===== config.mk =====
export PLATFORM = sky130hd
export DESIGN_NAME = mpt_fnv
export DESIGN_NICKNAME = d
export VERILOG_FILES = /design/src/design/market_feed_price_table_macros.svh /design/src/design/mpt_pkg.sv /design/src/design/mpt_fnv.sv
export SDC_FILE = /design/constraint.sdc
export NUM_CORES = 1
export LEC_CHECK = 0
export BUFFER_PORTS_ARGS = -buffer_cell sky130_fd_sc_hd__buf_2
export CORE_ASPECT_RATIO = 0.5
export CORE_MARGIN = 2
export CORE_UTILIZATION = 49
export CTS_CLUSTER_DIAMETER = 150
export CTS_CLUSTER_SIZE = 10
export DETAILED_ROUTE_END_ITERATION = 10
export GPL_ROUTABILITY_DRIVEN = 0
export PLACE_DENSITY = 0.7
export SLEW_MARGIN = 5
export SYNTH_ARGS = -nofsm -noshare
export SYNTH_HDL_FRONTEND = slang
export SYNTH_SLANG_ARGS = --single-unit

===== constraint.sdc =====
create_clock -name clk -period 15.9 [get_ports clk]
set_input_delay 0.795 -clock clk [delete_from_list [all_inputs] [get_ports clk]]
set_output_delay 0.795 -clock clk [all_outputs]
set_load 0.01 [all_outputs]

===== src/design/market_feed_price_table_macros.svh =====
// ----------------------------------------------------------------------------
// market feed price table assertion macros
// concurrent assertion shorthands shared by the price table rtl
// ----------------------------------------------------------------------------
`ifndef MARKET_FEED_PRICE_TABLE_MACROS_SVH
`define MARKET_FEED_PRICE_TABLE_MACROS_SVH

// same-cycle implication, disabled in reset
`define MPT_ASSERT_IMP(label, clk, rst_n, ante, cons) \
  label: assert property (@(posedge clk) disable iff (!rst_n) (ante) |-> (cons)) \
    else $error("implication check failed");

// next-cycle implication, disabled in reset
`define MPT_ASSERT_NXT(label, clk, rst_n, ante, cons) \
  label: assert property (@(posedge clk) disable iff (!rst_n) (ante) |=> (cons)) \
    else $error("next-cycle check failed");

`endif


===== src/design/mpt_pkg.sv =====
// ----------------------------------------------------------------------------
// mpt_pkg
// shared codes, result types and the fnv-1a byte step of the price table
// ----------------------------------------------------------------------------
`timescale 1ns / 1ps

package mpt_pkg;

  localparam logic [1:0] OP_APPLY    = 2'd0;
  localparam logic [1:0] OP_QUERY    = 2'd1;
  localparam logic [1:0] OP_CHECKSUM = 2'd2;
  localparam logic [1:0] OP_COUNTER  = 2'd3;

  localparam logic [3:0] ST_OK        = 4'd0;
  localparam logic [3:0] ST_GAP       = 4'd1;
  localparam logic [3:0] ST_DUP       = 4'd2;
  localparam logic [3:0] ST_STALE     = 4'd3;
  localparam logic [3:0] ST_BAD_EXCH  = 4'd4;
  localparam logic [3:0] ST_BAD_INSTR = 4'd5;
  localparam logic [3:0] ST_BAD_PRICE = 4'd6;
  localparam logic [3:0] ST_BAD_SEQ   = 4'd7;
  localparam logic [3:0] ST_PRICE_ROW = 4'd8;
  localparam logic [3:0] ST_MISSING   = 4'd9;
  localparam logic [3:0] ST_NO_INSTR  = 4'd10;
  localparam logic [3:0] ST_VALUE     = 4'd11;

  localparam logic [2:0] CNT_RECEIVED  = 3'd0;
  localparam logic [2:0] CNT_INVALID   = 3'd1;
  localparam logic [2:0] CNT_DUPLICATE = 3'd2;
  localparam logic [2:0] CNT_STALE     = 3'd3;
  localparam logic [2:0] CNT_ACCEPTED  = 3'd4;
  localparam logic [2:0] CNT_GAP_EVENT = 3'd5;
  localparam logic [2:0] CNT_MISSING   = 3'd6;
  localparam logic [2:0] CNT_NONE      = 3'd7;
  localparam int         NUM_COUNTERS  = 7;

  localparam logic [0:0] CFG_EXCHANGES   = 1'b0;
  localparam logic [0:0] CFG_INSTRUMENTS = 1'b1;

  localparam logic [63:0] FNV_BASIS = 64'd14695981039346656037;

  typedef struct packed {
    logic        init;
    logic        start;
    logic [63:0] word;
  } fnv_req_t;

  typedef struct packed {
    logic [3:0]         status;
    logic [63:0]        gap_count;
    logic [3:0]         exchange_out;
    logic signed [63:0] price_out;
    logic [63:0]        sequence_out;
    logic [63:0]        timestamp_out;
    logic [63:0]        value_out;
    logic               last;
  } res_t;

  // xor in one byte, then multiply by the prime 2^40 + 0x1b3 as shifts
  function automatic logic [63:0] fnv_step(input logic [63:0] h, input logic [7:0] b);
    logic [63:0] x;
    x = h ^ {56'd0, b};
    return (x << 40) + (x << 8) + (x << 7) + (x << 5) + (x << 4) + (x << 1) + x;
  endfunction

endpackage


===== src/design/mpt_fnv.sv =====
// ----------------------------------------------------------------------------
// mpt_fnv
// fnv-1a hash unit, folds one 64-bit word in byte by byte, low byte first
// ----------------------------------------------------------------------------
`timescale 1ns / 1ps

module mpt_fnv (
  input  logic              clk,
  input  logic              rst_n,
  input  mpt_pkg::fnv_req_t req,
  output logic              busy,
  output logic [63:0]       hash
);
  import mpt_pkg::*;

  logic [63:0] hash_r, hash_nxt;
  logic [63:0] word_r, word_nxt;
  logic [2:0]  cnt_r, cnt_nxt;
  logic        busy_r, busy_nxt;

  always_comb begin
    hash_nxt = hash_r;
    word_nxt = word_r;
    cnt_nxt  = cnt_r;
    busy_nxt = busy_r;
    if (req.init) begin
      hash_nxt = FNV_BASIS;
    end
    if (busy_r) begin
      hash_nxt = fnv_step(hash_r, word_r[7:0]);
      word_nxt = word_r >> 8;
      cnt_nxt  = cnt_r + 3'd1;
      if (cnt_r == 3'd7) begin
        busy_nxt = 1'b0;
      end
    end else if (req.start) begin
      word_nxt = req.word;
      cnt_nxt  = 3'd0;
      busy_nxt = 1'b1;
    end
  end

  always_ff @(posedge clk) begin
    if (!rst_n) begin
      busy_r <= 1'b0;
    end else begin
      busy_r <= busy_nxt;
    end
    hash_r <= hash_nxt;
    word_r <= word_nxt;
    cnt_r  <= cnt_nxt;
  end

  assign busy = busy_r;
  assign hash = hash_r;

endmodule

==> Word-level counts from Yosys, hierarchy flattened <==
Index checks and enable logic that the tools add are counted.
{ "classes": {"eq_ne": 1, "reduce_logical": 2, "bitwise_logic": 1, "n_mux": 9, "add_sub_neg": 7} }
{ "ops": {"columns": ["operator", "n"], "rows": [
  ["64-bit adder", 6],
  ["64-bit two-way mux", 2],
  ["56-bit two-way mux", 2],
  ["64-bit by 8-bit bitwise XOR with 64-bit output", 1],
  ["3-bit two-way mux", 2],
  ["2-bit nonzero test", 2],
  ["3-bit by 1-bit adder with 3-bit output, second input constant", 1],
  ["3-bit == test, second input constant", 1],
  ["1-bit two-way mux", 3]
]} }
{ "word_totals": {"word_cells": 25, "register_bits": 132} }

==> Depth between registers and ports, before layout <==
Gate-level depths: netlist (run 1).
{ "depth": {"depth_word": 8, "mapped_depth": 20} }

==> Worst setup path before layout (run 1) <==
No wires, ideal clock.
{ "synth_timing": {"path_type": "register to register", "startpoint": "reg hash_r[4] (netlist: hash[4])", "endpoint": "reg hash_r[56] (netlist: hash[56]), data pin", "setup_time_ns": 0.262, "required_time_ns": 15.638, "arrival_ns": 5.169, "path_buffers": 0, "stages_incl_launch_ff": 17, "path_slack_ns": 10.469, "cell_sequence": "edfxtp_1 xor2_1 inv_1 fa_1 inv_1 fa_1 fa_1 ha_1 ha_1 nand4_1 a2111o_1 a31oi_4 o21ai_2 and2_4 o41a_1 a21oi_2 mux2_1"} }
{ "synth_via": {"elab_chain_cells": 8} }
{ "synth_rtl": {"columns": ["item", "line_no", "source"], "rows": [
  ["from (decl)", "mpt_fnv.sv:16", "logic [63:0] hash_r, hash_nxt;"],
  ["from (signal assigned)", "mpt_fnv.sv:49", "hash_r <= hash_nxt;"],
  ["64-bit by 8-bit bitwise XOR with 64-bit output (*)", "mpt_pkg.sv:62", "x = h ^ {56'd0, b};"],
  ["64-bit adder (5 in series)", "mpt_pkg.sv:63", "return (x << 40) + (x << 8) + (x << 7) + (x << 5) + (x << 4) + (x << 1) + x;"],
  ["64-bit adder (*)", "mpt_pkg.sv:63", null],
  ["64-bit two-way mux (*)", "mpt_fnv.sv:29", "if (busy_r) begin"]
]} }
Mark *: on every way between the ends. The rest lies on a longest branch, timed or not.
A chain may end at the register's enable or synchronous reset.

==> Final worst setup path (run 1) <==
{ "layout_timing": {"startpoint": "reg hash_r[4] (netlist: hash[4])", "endpoint": "reg hash_r[62] (netlist: hash[62]), data pin"} }
The elaborated chain is that of the path after synthesis.

==> impl_results.md, run 1 <==
- Core region area: 31800 um^2
- Final Setup Violations: 0
- Initial core utilization: 50.0%
- Asr flop ratio synth: 0%
- Slew at the pin closest to its max-slew limit: 1.04 ns
- Worst-skew pair later-pin latency: 0.45 ns
- CP Launch Type: flip-flop
- Remaining antenna violation count: 0
- Synthesis Warnings: 0
- Post-layout minimum cycle time: 6.11 ns
- FMAX: 164 MHz
- Post-synthesis register bit count: 132
- Overall routing resource usage: 23.3%
- Post-Syn Area: 15900 um^2
- Net Count, Synth: 1953
- Layout cells sized above 1: 15.2%
- First-pass GRT wire length: 60700 um
- WP data arrival: 6.30 ns
- Number of flops mapped to enable cells by yosys: 123
- Die width: 259 um
- Worst path required time: 16.09 ns
- IO Pins: 133
- Ranking of synthesized cells by area: fa_1 (31%), edfxtp_1 (23%), inv_1 (9.3%), ha_1 (8.8%), mux2_2 (4.0%)
- Post-CTS Resized: 0
- Crit path max fanout: 6
- Worst-path clk slew: 0.07 ns
- Worst path max stage delay: 0.73 ns
- Inserted Diodes: 0
- CTS tree: yes
- Slew headroom: 30.9%
- Fillers: 2826
- Seq/Total Area, Yosys: 24.4%
- Die area: 34000 um^2
- Grt total ovfl: 0
- Worst Skew: 0.0185 ns
- H-tree depth: 4
- Worst Hold Depth: 2
- Utilization after layout: 55.0%
- Syn-to-layout area delta: 10.1%
- Port bufs: 132
- Vias in the first global route: 11200
- Critical path type: flip-flop to flip-flop
- Largest net degree at the start of global routing: 65
- Wire length per cell: 18.0 um
- R2R depth: 17
- Synth unique cells: 72
- Leading register cell type out of synthesis: edfxtp_1
- Final WL: 37400 um
- Fin nets: 2058
- Cell Chain, Critical Path: xor2_1 > inv_1 > fa_1 > inv_1 > fa_1 > fa_1 > ha_1 > ha_1 > a21oi_1 > o21ai_0 > a211o_1 > a41oi_1 > o41ai_2 > a21oi_1 > a2111oi_2 > o21a_1 > o21ai_1
- Slew Limit Fails: 0
- Die H: 131 um
- Post-Syn Instances: 1528
- Worst setup EP type: flip-flop
- Hold Fails Final Rpt: 0
- Syn Area/Cell: 10.4 um^2
- CTS Root Cell: clkbuf_16
- Hpwl dp: 30900 um
- DP Worst Slack: 9.76 ns
- Synth top area share: 30.8%
- Maximum capacitance violations: 0
- Area leader, netlist: fa_1
- 1st-iter DRT viols: 922
- Via count: 10800
- Num CTS Buffers: 17
- CP max-delay cell: xor2_1
- Number of post-CTS setup repair buffers: 0
- Final worst setup slack: 9.79 ns
- RSZ-0062 raised after global routing: false
- Site row count: 46
- Total Neg Setup Slack: 0 ns
- CTS Buffer Depth: 2
- Drt via density: 5.18
- Pre-antenna DRT Iters: 7
- Post-CTS Hold Fix Bufs: 0
- Status: finished, final reports clean
- Hold Crit Class: flip-flop to flip-flop
- Fin crit share: 38.5%
- Initial antenna violation count: 3
- Most used cell, CP: fa_1
- DRC Markers: 0
- Num Clock Sinks: 132
[logic make-up after synthesis]
logic type	Yosys count	share of synthesized area (%)
fa+ha+maj	357	39.6
mux	70	4.86
compound gates	206	8.63
flops	132	24.4
simple gates	246	7.93
buf+inv	444	10.6
xor+xnor	73	4.02
[worst paths after layout]
kind              start         end  slack (ns)
max             hash[4]    hash[62]        9.79
min reg2reg  word_r[57]  word_r[57]        0.50
max reg2reg     hash[4]    hash[62]        9.79
min          word_r[57]  word_r[57]        0.50
[cell usage after synthesis, types with 2 or more instances]
cell / n
a211o_1: 3
a211oi_1: 2
a21boi_0: 3
a21o_1: 41
a21oi_1: 69
a21oi_2: 2
a31oi_1: 11
a41oi_1: 2
and2_1: 32
and3_1: 5
and4_1: 2
buf_1: 5
buf_2: 10
clkbuf_1: 34
dfxtp_1: 9
edfxtp_1: 123
fa_1: 245
ha_1: 112
inv_1: 394
mux2_2: 57
mux2i_1: 12
nand2_1: 73
nand2b_1: 10
nand3_1: 6
nand4_1: 23
nor2_1: 48
nor2b_1: 13
nor3_1: 12
nor3_2: 2
nor3b_1: 2
o211ai_1: 3
o21a_1: 4
o21ai_0: 30
o21ai_1: 6
o21ai_2: 2
o21bai_1: 10
or2_2: 4
or3_1: 2
xnor2_1: 51
xor2_1: 22
[flip-flops by register name (all words and copies together), names as in the netlist]
name    count
hash       64
word_r     64
cnt_r       3
busy        1
[layout by cell type, fill, tap and decap left out, types with 4 or more instances in the layout]
cell	synthesis	routed
clkbuf_16	0	17
o21ai_1	6	6
nand2_1	73	73
o21ai_0	30	30
buf_2	10	132
and3_1	5	5
xnor2_1	51	51
nand4_1	23	23
inv_6	0	6
nand3_1	6	6
a21oi_1	69	69
mux2i_1	12	12
a31oi_1	11	11
xor2_1	22	22
nor2b_1	13	13
fa_1	245	245
dfxtp_1	9	8
and2_1	32	32
inv_1	394	394
a21o_1	41	41
ha_1	112	112
edfxtp_1	123	123
nor2_1	48	48
o21bai_1	10	10
nand2b_1	10	10
mux2_2	57	57
o21a_1	4	4
nor3_1	12	12
[through the flow]
step	hold slack, ns	instance area [um^2]	instances
floorplan	0.454	15900	1528
global placement	0.469	16900	2046
detailed placement	0.487	16900	2046
CTS	0.507	17500	2078
global route	0.527	17500	2078
finish	0.498	17500	2078
[layout make-up]
cell class	count	area [um^2]	area share [%]
multi-input cells	952	10400	59.1
flip-flops and latches	132	3880	22.1
inverters	395	1480	8.47
repair buffers	135	683	3.90
well taps	432	541	3.09
clock buffers	18	429	2.45
clock inverters	14	140	0.800
[worst max-delay path, delay by kind of cell, from the launching register on]
family	cells	cell delay, ns
xor gates and xnor gates	1	0.73
buffers and inverters	2	0.29
adders and majority gates	5	2.22
DFF	1	0.40
AOI/OAI and AO/OA	9	2.21
[layer usage]
layer  share of wire, %  vias to the layer above  track usage (%)
met5              0.048                        -                0
met4                2.3                        4             6.62
met3                7.7                       50             6.73
met2                 45                      333             35.6
met1                 45                     5304             32.4
li1                   -                     5066                -
Power of run 1 is not shown: default switching activity piles up to over one toggle a cycle in this logic, so the estimate is an artifact.
==> run 2: changes to the inputs <==
- PLACE_DENSITY: 0.7 -> 0.73
- clock period: 15.9 -> 5.6 ns (I/O delays scaled with it)
==> run 2 against run 1 <==
Clock skew fell by 0.0092 ns. Critical path depth is 1 higher. Critical endpoint is now hash[56]. Maximum frequency is 12% higher. Utilization grew 1.6 points. Register-to-register slack worse by 9.6 ns. Sequential share of layout area is 0.63 points lower. Global-route usage is essentially flat.
==> impl_results.md, run 2 (synthesis results as in run 1) <==
- Slew at the pin closest to its max-slew limit: 0.951 ns
- Crit path max fanout: 6
- Worst-skew pair later-pin latency: 0.45 ns
- Commonest non-fill, non-tap cell in the layout: inv_1
- Die area: 34000 um^2
- CTS Root Cell: clkbuf_16
- Grt total ovfl: 0
- Fin nets: 2104
- Worst-path clk slew: 0.06 ns
- Design Area, Final: 18000 um^2
- Die H: 131 um
- Status: finished, final reports clean
- Dpl cells: 2080
- Die width: 259 um
- R2R Setup Slk: 0.15 ns
- Inserted Diodes: 0
- Final WL: 37400 um
- Site row count: 46
- IO Pins: 133
- Core region area: 31800 um^2
- Cell Chain, Critical Path: xnor2_1 > buf_6 > buf_4 > fa_1 > inv_1 > fa_1 > fa_1 > ha_1 > ha_1 > nand2_1 > o21ai_0 > a21oi_1 > a31oi_4 > o21ai_2 > and2_4 > o41a_1 > a21oi_2 > mux2_1
- Overall routing resource usage: 23.3%
- Final hold slack: 0.0669 ns
- First-pass GRT wire length: 61100 um
- Remaining antenna violation count: 0
- FMAX: 184 MHz
- Final Setup Violations: 0
- Pre-antenna DRT Iters: 5
- WP data arrival: 5.64 ns
- Most used cell, CP: fa_1
- Port bufs: 132
- Post-CTS Hold Fix Bufs: 0
- Worst r2r src: hash[5]
- Post-layout minimum cycle time: 5.45 ns
- Commonest non-fill, non-tap cells in the layout: inv_1 (389), fa_1 (245), buf_2 (132)
- H-tree depth: 4
- Drt via density: 5.15
- Worst hold start: rst_n
- Final worst setup slack: 0.155 ns
- Worst Skew: 0.00934 ns
- Worst setup EP type: flip-flop
- Cell family with most CP delay: adder cells
- RSZ-0062 raised after global routing: true
- Slew headroom: 36.6%
- Initial antenna violation count: 0
- DP Worst Slack: 0.0525 ns
- Wire length per cell: 17.6 um
- Via count: 10900
- CP bufs+invs: 3
- Critical path type: flip-flop to flip-flop
- Vias in the first global route: 11300
- Num CTS Buffers: 17
- CP Launch Type: flip-flop
- Maximum capacitance violations: 0
- CTS Buffer Depth: 2
- Worst path required time: 5.79 ns
- Largest net degree at the start of global routing: 65
- Num Clock Sinks: 132
- WHS Endpoint: busy
- Slew Limit Fails: 0
- 1st-iter DRT viols: 707
- Hold Crit Class: input port to flip-flop
- DRC Markers: 0
- Hold Fails Final Rpt: 0
- Syn-to-layout area delta: 13.3%
- Worst path max stage delay: 0.55 ns
- CTS tree: yes
- Worst Hold Depth: 2
- Initial core utilization: 50.0%
- Fin cells: 2124
- Layout cells sized above 1: 18.6%
- Hpwl dp: 31000 um
- Worst r2r dst: hash[56]
- R2R depth: 18
- Post-place instance area: 17200 um^2
- CP max-delay cell: fa_1
- Fin crit share: 97.2%
run 2: cell types whose count changed in the layout (fill, tap and decap cells not counted), sizes merged:
cell	change
buf	+46
inv	-6
clkinvlp	+3
clkinv	+1
clkbuf	+2
run 2: metrics by stage:
stage	util (%)	setup TNS [ns]
2_1_floorplan	-	0
3_3_place_gp	54.0	0
3_5_place_dp	54.0	0
4_1_cts	55.8	0
5_1_grt	56.6	-0.0341
6_report	56.6	0
run 2: cell type report:
class,instances,area [um^2]
Clock buffer,20,447
Multi-Input combinational cell,952,10500
Inverter,395,1500
Tap cell,432,541
Clock inverter,12,123
Fill cell,2721,13800
Timing Repair Buffer,181,1060
Sequential cell,132,3880
run 2: per-layer routing:
layer  track usage, %  up-vias  share of wire, %  routed length (um)
met5                0        -                 0                   0
met4             7.32        0               2.8                1040
met3             6.33       62               7.7                2860
met2             36.4      340                46               17300
met1             31.6     5401                43               16200
li1                 -     5141                 -                   -
run 2: what timing repair did:
action / in CTS / in global routing
gates resized for setup: 0 / 27
buffers inserted: 0 / 12
endpoints found under the setup margin: 0 / 20
run 2: worst max-delay path by stage:
stage,start,endpoint,slack [ns],depth (start not counted)
finish,hash[5],hash[56],0.15,18
global route,word_r[7],hash[63],-0.02,18
CTS,word_r[1],hash[49],0.03,21
detailed placement,word_r[1],hash[61],0.05,21
global placement,hash[1],hash[56],0.15,17
floorplan,hash[4],hash[56],0.17,16
run 2: worst reg2reg max path: stages, from the launching register on:
cell	delay, ns
edfxtp_1	0.40
xnor2_1	0.15
buf_6	0.14
buf_4	0.14
fa_1	0.50
inv_1	0.06
fa_1	0.55
fa_1	0.43
ha_1	0.29
ha_1	0.37
nand2_1	0.08
o21ai_0	0.44
a21oi_1	0.24
a31oi_4	0.22
o21ai_2	0.09
and2_4	0.15
o41a_1	0.47
a21oi_2	0.15
mux2_1	0.32
Power of run 2 is left out for the same reason.
